File: config.mk
export PLATFORM = sky130hd
export DESIGN_NAME = sliding_window_min_max_index
export DESIGN_NICKNAME = d
export VERILOG_FILES = /design/src/rtl/swmm_pkg.sv /design/src/rtl/swmm_ring.sv /design/src/rtl/swmm_scan.sv /design/src/rtl/sliding_window_min_max_index.sv
export SDC_FILE = /design/constraint.sdc
export NUM_CORES = 2
export LEC_CHECK = 0
export ABC_AREA = 1
export BUFFER_PORTS_ARGS = -buffer_cell sky130_fd_sc_hd__buf_4
export CELL_PAD_IN_SITES_DETAIL_PLACEMENT = 0
export CELL_PAD_IN_SITES_GLOBAL_PLACEMENT = 1
export CORE_UTILIZATION = 45
export CTS_CLUSTER_SIZE = 40
export DETAILED_ROUTE_END_ITERATION = 10
export HOLD_SLACK_MARGIN = 0.06
export PLACE_DENSITY = 0.76
export SLEW_MARGIN = 40
export SYNTH_ARGS = -nofsm -noshare
export SYNTH_HDL_FRONTEND = slang
export SYNTH_SLANG_ARGS = --single-unit
File: constraint.sdc
create_clock -name clk -period 6.65 [get_ports clk]
set_input_delay 0.3325 -clock clk [delete_from_list [all_inputs] [get_ports clk]]
set_output_delay 0.3325 -clock clk [all_outputs]
set_load 0.05 [all_outputs]
File: src/rtl/swmm_pkg.sv
`timescale 1ns / 1ps
// ----------------------------------------------------------------------------
// Sliding-window min/max index package
// Shared widths, types and the scan control bundle.
// ----------------------------------------------------------------------------
package swmm_pkg;

	localparam int WINDOW_MAX = 64;
	localparam int PTR_W      = $clog2(WINDOW_MAX);
	localparam int LEN_W      = 7;
	localparam int DATA_W     = 32;
	localparam int IDX_W      = 32;
	localparam int CFG_W      = 32;

	localparam logic CFG_WINDOW_LENGTH = 1'b0;
	localparam logic CFG_FIRST_INDEX   = 1'b1;

	localparam logic [LEN_W-1:0] WINDOW_LENGTH_RESET = LEN_W'(30);

	typedef logic signed [DATA_W-1:0] sample_t;
	typedef logic [IDX_W-1:0]         index_t;
	typedef logic [PTR_W-1:0]         ptr_t;

	typedef struct packed {
		logic   valid;
		logic   first;
		index_t position;
	} scan_ctl_t;

endpackage

File: src/rtl/swmm_ring.sv
`timescale 1ns / 1ps
// ----------------------------------------------------------------------------
// Sample ring memory
// One write port and one read port with registered read data.
// ----------------------------------------------------------------------------
module swmm_ring (
	input  logic           clk,
	input  logic           wr_en,
	input  swmm_pkg::ptr_t wr_addr,
	input  swmm_pkg::sample_t wr_data,
	input  logic           rd_en,
	input  swmm_pkg::ptr_t rd_addr,
	output swmm_pkg::sample_t rd_data
);
	import swmm_pkg::*;

	sample_t mem [0:WINDOW_MAX-1];
	sample_t rd_data_q;

	always_ff @(posedge clk) begin
		if (wr_en) begin
			mem[wr_addr] <= wr_data;
		end
		if (rd_en) begin
			rd_data_q <= mem[rd_addr];
		end
	end

	assign rd_data = rd_data_q;

endmodule

File: src/rtl/swmm_scan.sv
`timescale 1ns / 1ps
// ----------------------------------------------------------------------------
// Window scan unit
// Walks the window oldest first and keeps the strict maximum and minimum.
// ----------------------------------------------------------------------------
module swmm_scan (
	input  logic                 clk,
	input  swmm_pkg::scan_ctl_t  ctl,
	input  swmm_pkg::sample_t    data,
	output swmm_pkg::sample_t    hi_value,
	output swmm_pkg::index_t     hi_position,
	output swmm_pkg::sample_t    lo_value,
	output swmm_pkg::index_t     lo_position
);
	import swmm_pkg::*;

	sample_t hi_value_q;
	sample_t lo_value_q;
	index_t  hi_position_q;
	index_t  lo_position_q;

	always_ff @(posedge clk) begin
		if (ctl.valid) begin
			if (ctl.first || (data > hi_value_q)) begin
				hi_value_q    <= data;
				hi_position_q <= ctl.position;
			end
			if (ctl.first || (data < lo_value_q)) begin
				lo_value_q    <= data;
				lo_position_q <= ctl.position;
			end
		end
	end

	assign hi_value    = hi_value_q;
	assign hi_position = hi_position_q;
	assign lo_value    = lo_value_q;
	assign lo_position = lo_position_q;

endmodule

File: src/rtl/sliding_window_min_max_index.sv
`timescale 1ns / 1ps
// ----------------------------------------------------------------------------
// Sliding-window min/max index
// Reports the absolute indices of the window maximum and minimum per sample.
// ----------------------------------------------------------------------------
// An accepted item hands its result to the output register from the done state,
// where the result waits while a previous result is still stalled. When the
// current maximum or minimum falls out of the window or is not yet known, the
// ring memory is read back one entry per cycle over the whole window, and the
// drain and apply states follow before the done state. The first
// window_length - 1 samples of a series give no result, and the block starts
// a new series after a sample marked end_of_series. A new item is accepted
// while the previous result still waits in the output register.
module sliding_window_min_max_index (
	input  logic                      clk,
	input  logic                      arst_n,
	input  logic                      cfg_we,
	input  logic                      cfg_addr,
	input  logic [swmm_pkg::CFG_W-1:0] cfg_wdata,
	input  logic                      in_valid,
	output logic                      in_stall,
	input  swmm_pkg::sample_t         sample,
	input  logic                      end_of_series,
	output logic                      out_valid,
	input  logic                      out_stall,
	output swmm_pkg::index_t          min_index,
	output swmm_pkg::index_t          max_index,
	output swmm_pkg::index_t          current_index,
	output logic                      is_last
);
	import swmm_pkg::*;

	localparam logic [2:0] ST_IDLE  = 3'd0;
	localparam logic [2:0] ST_SCAN  = 3'd1;
	localparam logic [2:0] ST_DRAIN = 3'd2;
	localparam logic [2:0] ST_APPLY = 3'd3;
	localparam logic [2:0] ST_DONE  = 3'd4;

	logic [2:0]       state_q;
	logic [LEN_W-1:0] win_len_q;
	index_t           first_index_q;

	ptr_t             wp_q;
	logic [LEN_W-1:0] seen_q;
	index_t           next_index_q;
	sample_t          hi_value_q;
	sample_t          lo_value_q;
	index_t           hi_pos_q;
	index_t           lo_pos_q;
	logic             hi_valid_q;
	logic             lo_valid_q;

	index_t           today_q;
	index_t           oldest_q;
	ptr_t             back_q;
	ptr_t             start_q;
	ptr_t             k_q;
	ptr_t             k_s1;
	logic             rd_valid_s1;
	logic             last_q;
	logic             produce_q;
	logic             hi_scan_q;
	logic             lo_scan_q;

	logic             out_valid_q;
	index_t           min_index_q;
	index_t           max_index_q;
	index_t           current_index_q;
	logic             is_last_q;

	logic             accept;
	logic [LEN_W-1:0] len_c;
	ptr_t             back_c;
	index_t           today_c;
	logic [LEN_W-1:0] seen_c;
	logic             produce_c;
	logic             hi_stale_c;
	logic             lo_stale_c;
	logic             out_free;
	logic             out_load;

	scan_ctl_t        scan_ctl;
	sample_t          rd_data;
	sample_t          scan_hi_value;
	sample_t          scan_lo_value;
	index_t           scan_hi_pos;
	index_t           scan_lo_pos;

	assign in_stall = (state_q != ST_IDLE);
	assign accept   = in_valid && !in_stall;
	assign out_free = !out_valid_q || !out_stall;
	assign out_load = (state_q == ST_DONE) && produce_q && out_free;

	always_comb begin
		if (win_len_q == '0) begin
			len_c = LEN_W'(1);
		end else if (win_len_q > LEN_W'(WINDOW_MAX)) begin
			len_c = LEN_W'(WINDOW_MAX);
		end else begin
			len_c = win_len_q;
		end
		back_c     = PTR_W'(len_c - LEN_W'(1));
		today_c    = (seen_q == '0) ? first_index_q : next_index_q;
		seen_c     = (seen_q < LEN_W'(WINDOW_MAX)) ? seen_q + LEN_W'(1) : seen_q;
		produce_c  = (seen_c >= len_c);
		hi_stale_c = !hi_valid_q || ((today_c - hi_pos_q) > IDX_W'(back_c));
		lo_stale_c = !lo_valid_q || ((today_c - lo_pos_q) > IDX_W'(back_c));
	end

	assign scan_ctl = '{
		valid:    rd_valid_s1,
		first:    (k_s1 == '0),
		position: oldest_q + IDX_W'(k_s1)
	};

	swmm_ring u_ring (
		.clk     (clk),
		.wr_en   (accept),
		.wr_addr (wp_q),
		.wr_data (sample),
		.rd_en   (state_q == ST_SCAN),
		.rd_addr (start_q + k_q),
		.rd_data (rd_data)
	);

	swmm_scan u_scan (
		.clk         (clk),
		.ctl         (scan_ctl),
		.data        (rd_data),
		.hi_value    (scan_hi_value),
		.hi_position (scan_hi_pos),
		.lo_value    (scan_lo_value),
		.lo_position (scan_lo_pos)
	);

	always_ff @(posedge clk or negedge arst_n) begin
		if (!arst_n) begin
			win_len_q     <= WINDOW_LENGTH_RESET;
			first_index_q <= '0;
		end else if (cfg_we) begin
			case (cfg_addr)
				CFG_WINDOW_LENGTH: win_len_q     <= cfg_wdata[LEN_W-1:0];
				CFG_FIRST_INDEX:   first_index_q <= cfg_wdata[IDX_W-1:0];
				default:           ;
			endcase
		end
	end

	always_ff @(posedge clk) begin
		if (accept) begin
			today_q   <= today_c;
			oldest_q  <= today_c - IDX_W'(back_c);
			back_q    <= back_c;
			start_q   <= wp_q - back_c;
			last_q    <= end_of_series;
			produce_q <= produce_c;
			hi_scan_q <= hi_stale_c;
			lo_scan_q <= lo_stale_c;
		end
		k_s1 <= k_q;
	end

	always_ff @(posedge clk or negedge arst_n) begin
		if (!arst_n) begin
			state_q      <= ST_IDLE;
			wp_q         <= '0;
			seen_q       <= '0;
			next_index_q <= '0;
			hi_value_q   <= '0;
			lo_value_q   <= '0;
			hi_pos_q     <= '0;
			lo_pos_q     <= '0;
			hi_valid_q   <= 1'b0;
			lo_valid_q   <= 1'b0;
			k_q          <= '0;
			rd_valid_s1  <= 1'b0;
			out_valid_q  <= 1'b0;
		end else begin
			rd_valid_s1 <= (state_q == ST_SCAN);
			out_valid_q <= out_load || (out_valid_q && out_stall);
			case (state_q)
				ST_IDLE: begin
					if (accept) begin
						wp_q         <= wp_q + PTR_W'(1);
						seen_q       <= seen_c;
						next_index_q <= today_c + IDX_W'(1);
						k_q          <= '0;
						if (produce_c) begin
							if (!hi_stale_c && (sample >= hi_value_q)) begin
								hi_value_q <= sample;
								hi_pos_q   <= today_c;
							end
							if (!lo_stale_c && (sample <= lo_value_q)) begin
								lo_value_q <= sample;
								lo_pos_q   <= today_c;
							end
							state_q <= (hi_stale_c || lo_stale_c) ? ST_SCAN : ST_DONE;
						end else begin
							hi_valid_q <= 1'b0;
							lo_valid_q <= 1'b0;
							state_q    <= ST_DONE;
						end
					end
				end
				ST_SCAN: begin
					k_q <= k_q + PTR_W'(1);
					if (k_q == back_q) begin
						state_q <= ST_DRAIN;
					end
				end
				ST_DRAIN: begin
					state_q <= ST_APPLY;
				end
				ST_APPLY: begin
					if (hi_scan_q) begin
						hi_value_q <= scan_hi_value;
						hi_pos_q   <= scan_hi_pos;
						hi_valid_q <= 1'b1;
					end
					if (lo_scan_q) begin
						lo_value_q <= scan_lo_value;
						lo_pos_q   <= scan_lo_pos;
						lo_valid_q <= 1'b1;
					end
					state_q <= ST_DONE;
				end
				ST_DONE: begin
					if (!produce_q || out_free) begin
						if (last_q) begin
							seen_q     <= '0;
							hi_value_q <= '0;
							lo_value_q <= '0;
							hi_pos_q   <= '0;
							lo_pos_q   <= '0;
							hi_valid_q <= 1'b0;
							lo_valid_q <= 1'b0;
						end
						state_q <= ST_IDLE;
					end
				end
				default: begin
					state_q <= ST_IDLE;
				end
			endcase
		end
	end

	always_ff @(posedge clk) begin
		if (out_load) begin
			min_index_q     <= lo_pos_q;
			max_index_q     <= hi_pos_q;
			current_index_q <= today_q;
			is_last_q       <= last_q;
		end
	end

	assign out_valid     = out_valid_q;
	assign min_index     = min_index_q;
	assign max_index     = max_index_q;
	assign current_index = current_index_q;
	assign is_last       = is_last_q;

endmodule
==> results by group <==
STA
  • Setup TNS after final layout: 0 ns
  • Count of final max-slew check failures: 0
  • Peak clock frequency supported by timing: 167 MHz
  • Clock tree skew after final layout: 0.106 ns
  • Worst-margin pin slew: 0.923 ns
  • Setup Viol. Count Final: 0
  • Fin Hold WS: 0.157 ns
  • Final Hold Viols: 0
  • Worst slew margin relative to its limit: 38.4%
  • Part of the cycle the worst path needs: 90.3%
  • Final critical path time including I/O delays and setup: 6.00 ns
  • Setup repair after global routing missed its margin: false

Clocking
  • Gates resized, CTS repair: 0
  • CTS sink cnt: 2616
  • Clock latency on the worst-skew pair: 0.96 ns
  • CTS tree: done
  • Library cell used as clock root buffer: sky130_fd_sc_hd__clkbuf_16
  • Number of buffers inserted during clock tree synthesis: 295
  • Number of post-CTS setup repair buffers: 0
  • Total number of H-tree levels: 5
  • Total of hold buffers inserted after clock tree synthesis: 74
  • CTS clk-pin slew, worst paths: 0.06 ns
  • Maximum root-to-sink buffer count: 4

Synth
  • Number of distinct library cell variants in the gate-level netlist after synthesis: 58
  • Number of synthesized flops with an enable pin: 2385
  • Cell area after synthesis: 0.114 sq mm
  • Mean instance size in the synthesized netlist: 11.9 sq um
  • Cells after Synth: 9561
  • Synthesized Nets: 9874
  • Yosys warning count: 0
  • Post-synthesis async set-or-reset flop share: 8.60%
  • Prevailing post-synth register cell: sky130_fd_sc_hd__edfxtp_1
  • Synthesized flop and latch total: 2616
  • Post-synthesis sequential area ratio: 68.0%

GRT
  • Global-route congestion overflow total: 0
  • Overall global routing resource usage: 24.9%
  • Number of global-route vias before repair: 73800
  • Maximum number of pins on one net before global-route repair: 163
  • Initial antenna violation count: 13
  • Global-route wire length before repair: 477 mm

Cells and area
  • Post-route cell area: 0.130 sq mm
  • Largest register by flop count: u_ring.mem
  • Commonest cells after routing, fill and taps aside: sky130_fd_sc_hd__edfxtp_1, sky130_fd_sc_hd__nor2_1, sky130_fd_sc_hd__nand2_1, sky130_fd_sc_hd__o21ai_0, sky130_fd_sc_hd__inv_1
  • Share of layout cells above drive strength 1: 12.0%
  • Fraction of the core area covered by cells at the end of the flow: 51.7%
  • Area Overhead vs Synth: 14.2%
  • Leading cell type in the layout, fill and taps excluded: sky130_fd_sc_hd__edfxtp_1
  • Layout Nets: 10100
  • Number of flip-flops under the largest register name: 2048

Placed design
  • Count of input and output buffers: 169
  • Weighted congestion at the end of routability-driven global placement: 0.900
  • Dpl hpwl: 202 mm
  • Placed cell areas: 0.120 sq mm

Worst setup path
  • Most frequent CP cell: sky130_fd_sc_hd__nand2_1
  • Largest driver fanout on the critical path: 64
  • Bufs and invs on worst path: 5
  • Crit path required time: 7.42 ns
  • Kind of cell with the highest combined delay on the critical path: simple AND/OR/NAND/NOR gates
  • Startpoint kind of the worst setup timing path: flop
  • Slowest cell on crit path: sky130_fd_sc_hd__ha_1
  • Max stage delay on crit path: 0.51 ns
  • Endpoint class of the critical path: flop
  • Classification of the worst setup path: flop to flop
  • WP data arrival: 6.78 ns

Detailed routing
  • Count of routing violations after the opening detailed-route iteration: 8163
  • DRT antenna net count: 0
  • DR WL/cell: 24.2 um
  • Via density: 5.71
  • DR vias: 76200
  • Remaining routing DRC violations: 84
  • First-pass iteration count of the detailed router: 10
  • Total wirelength of the detailed-routed design: 323 mm

Floorplan
  • Number of I/O pins: 170
  • Core Box Area: 0.251 sq mm
  • Chip Width: 505 um
  • Die Footprint: 0.255 sq mm
  • Num rows: 184
  • Effective utilization at floorplan: 45.3%
  • Vertical extent of the die: 505 um

Worst hold path
  • Tightest Hold Check Type: input port to flop

Status
  • Outcome: finished with violations
  • Violated checks: design-rule violations

Job
  • # Max-Cap Violations: 0
-- Yosys cell counts (14+ instances only) --
| cell | count | area share [%] |
|---|---|---|
| sky130_fd_sc_hd__edfxtp_1 | 2385 | 63 |
| sky130_fd_sc_hd__nor2_1 | 1820 | 6.0 |
| sky130_fd_sc_hd__nand2_1 | 1267 | 4.2 |
| sky130_fd_sc_hd__o21ai_0 | 699 | 3.1 |
| sky130_fd_sc_hd__inv_1 | 627 | 2.1 |
| sky130_fd_sc_hd__o32ai_1 | 513 | 3.9 |
| sky130_fd_sc_hd__clkbuf_1 | 423 | 1.4 |
| sky130_fd_sc_hd__mux2_2 | 281 | 2.8 |
| sky130_fd_sc_hd__nand3_1 | 274 | 1.2 |
| sky130_fd_sc_hd__ha_1 | 236 | 2.6 |
| sky130_fd_sc_hd__dfrtp_1 | 221 | 4.9 |
| sky130_fd_sc_hd__a21oi_1 | 204 | 0.90 |
| sky130_fd_sc_hd__xor2_1 | 103 | 0.79 |
| sky130_fd_sc_hd__o22ai_1 | 67 | 0.37 |
| sky130_fd_sc_hd__nand4_1 | 52 | 0.29 |
| sky130_fd_sc_hd__buf_2 | 36 | 0.16 |
| sky130_fd_sc_hd__nor3_1 | 36 | 0.16 |
| sky130_fd_sc_hd__a32o_1 | 32 | 0.28 |
| sky130_fd_sc_hd__a32oi_1 | 32 | 0.25 |
| sky130_fd_sc_hd__buf_1 | 27 | 0.089 |
| sky130_fd_sc_hd__xnor2_1 | 22 | 0.17 |
| sky130_fd_sc_hd__nor4_1 | 17 | 0.093 |
| sky130_fd_sc_hd__o21ai_1 | 16 | 0.070 |
| sky130_fd_sc_hd__inv_2 | 15 | 0.049 |
| sky130_fd_sc_hd__buf_4 | 14 | 0.092 |
| sky130_fd_sc_hd__o21ai_2 | 14 | 0.11 |
-- path summary, 6_finish.rpt --
kind | end | slack, ns | cells past startpoint | start
hold / removal | u_ring.mem[14][12]$_DFFE_PP_ | 0.16 | 2 | sample[12]
setup reg to reg | lo_value_q[14]$_DFFE_PN0P_ | 0.65 | 27 | seen_q[1]$_DFFE_PN0P_
hold reg to reg | current_index[5]$_DFFE_PP_ | 0.42 | 0 | today_q[5]$_DFFE_PP_
setup / recovery | lo_value_q[14]$_DFFE_PN0P_ | 0.65 | 27 | seen_q[1]$_DFFE_PN0P_
min in group asynchronous | next_index_q[20]$_DFFE_PN0P_ | 0.58 | 3 | arst_n
max in group asynchronous | next_index_q[21]$_DFFE_PN0P_ | 4.73 | 4 | arst_n
-- through the flow --
| stage | setup WS [ns] | std cells |
|---|---|---|
| 2_1_floorplan | 1.32 | 9561 |
| 3_5_place_dp | 0.752 | 12800 |
| 6_report | 0.645 | 13400 |
| 5_1_grt | 0.401 | 13400 |
| 4_1_cts | 0.746 | 13300 |
| 3_3_place_gp | 0.696 | 12800 |
-- layer usage --
layer	track usage, %	routed length (um)	vias up	share of wire, %
met5	0	13	-	0.0040
met4	7.92	10200	2	3.2
met3	4.30	25600	568	7.9
met2	40.1	151000	3028	47
met1	34.2	135000	37900	42
li1	-	-	34700	-
-- cell type report --
| cell class | count | area [sq um] |
|---|---|---|
| flip-flops and latches | 2616 | 77400 |
| multi-input cells | 5796 | 32800 |
| clock buffers | 371 | 7870 |
| repair buffers | 444 | 4230 |
| diodes | 3 | 7.51 |
| inverters | 645 | 2440 |
| well taps | 3348 | 4190 |
| fillers | 21300 | 121000 |
| clock inverters | 132 | 1130 |
-- cell families (layout without fill, tap and decap cells) --
logic type      after synthesis  after routing  share of synthesized area (%)
compound gates             1630           1630                           9.39
xor+xnor                    125            125                          0.962
fa+ha+maj                   242            242                           2.70
buf+inv                    1149           1592                           3.90
flops                      2616           2616                           68.0
mux                         282            282                           2.79
other cells                   0              3                              0
simple gates               3517           3517                           12.3
Power is left out: the tool's default activity adds up to more than one toggle a clock period on the data nets, which glitch-free logic cannot reach.
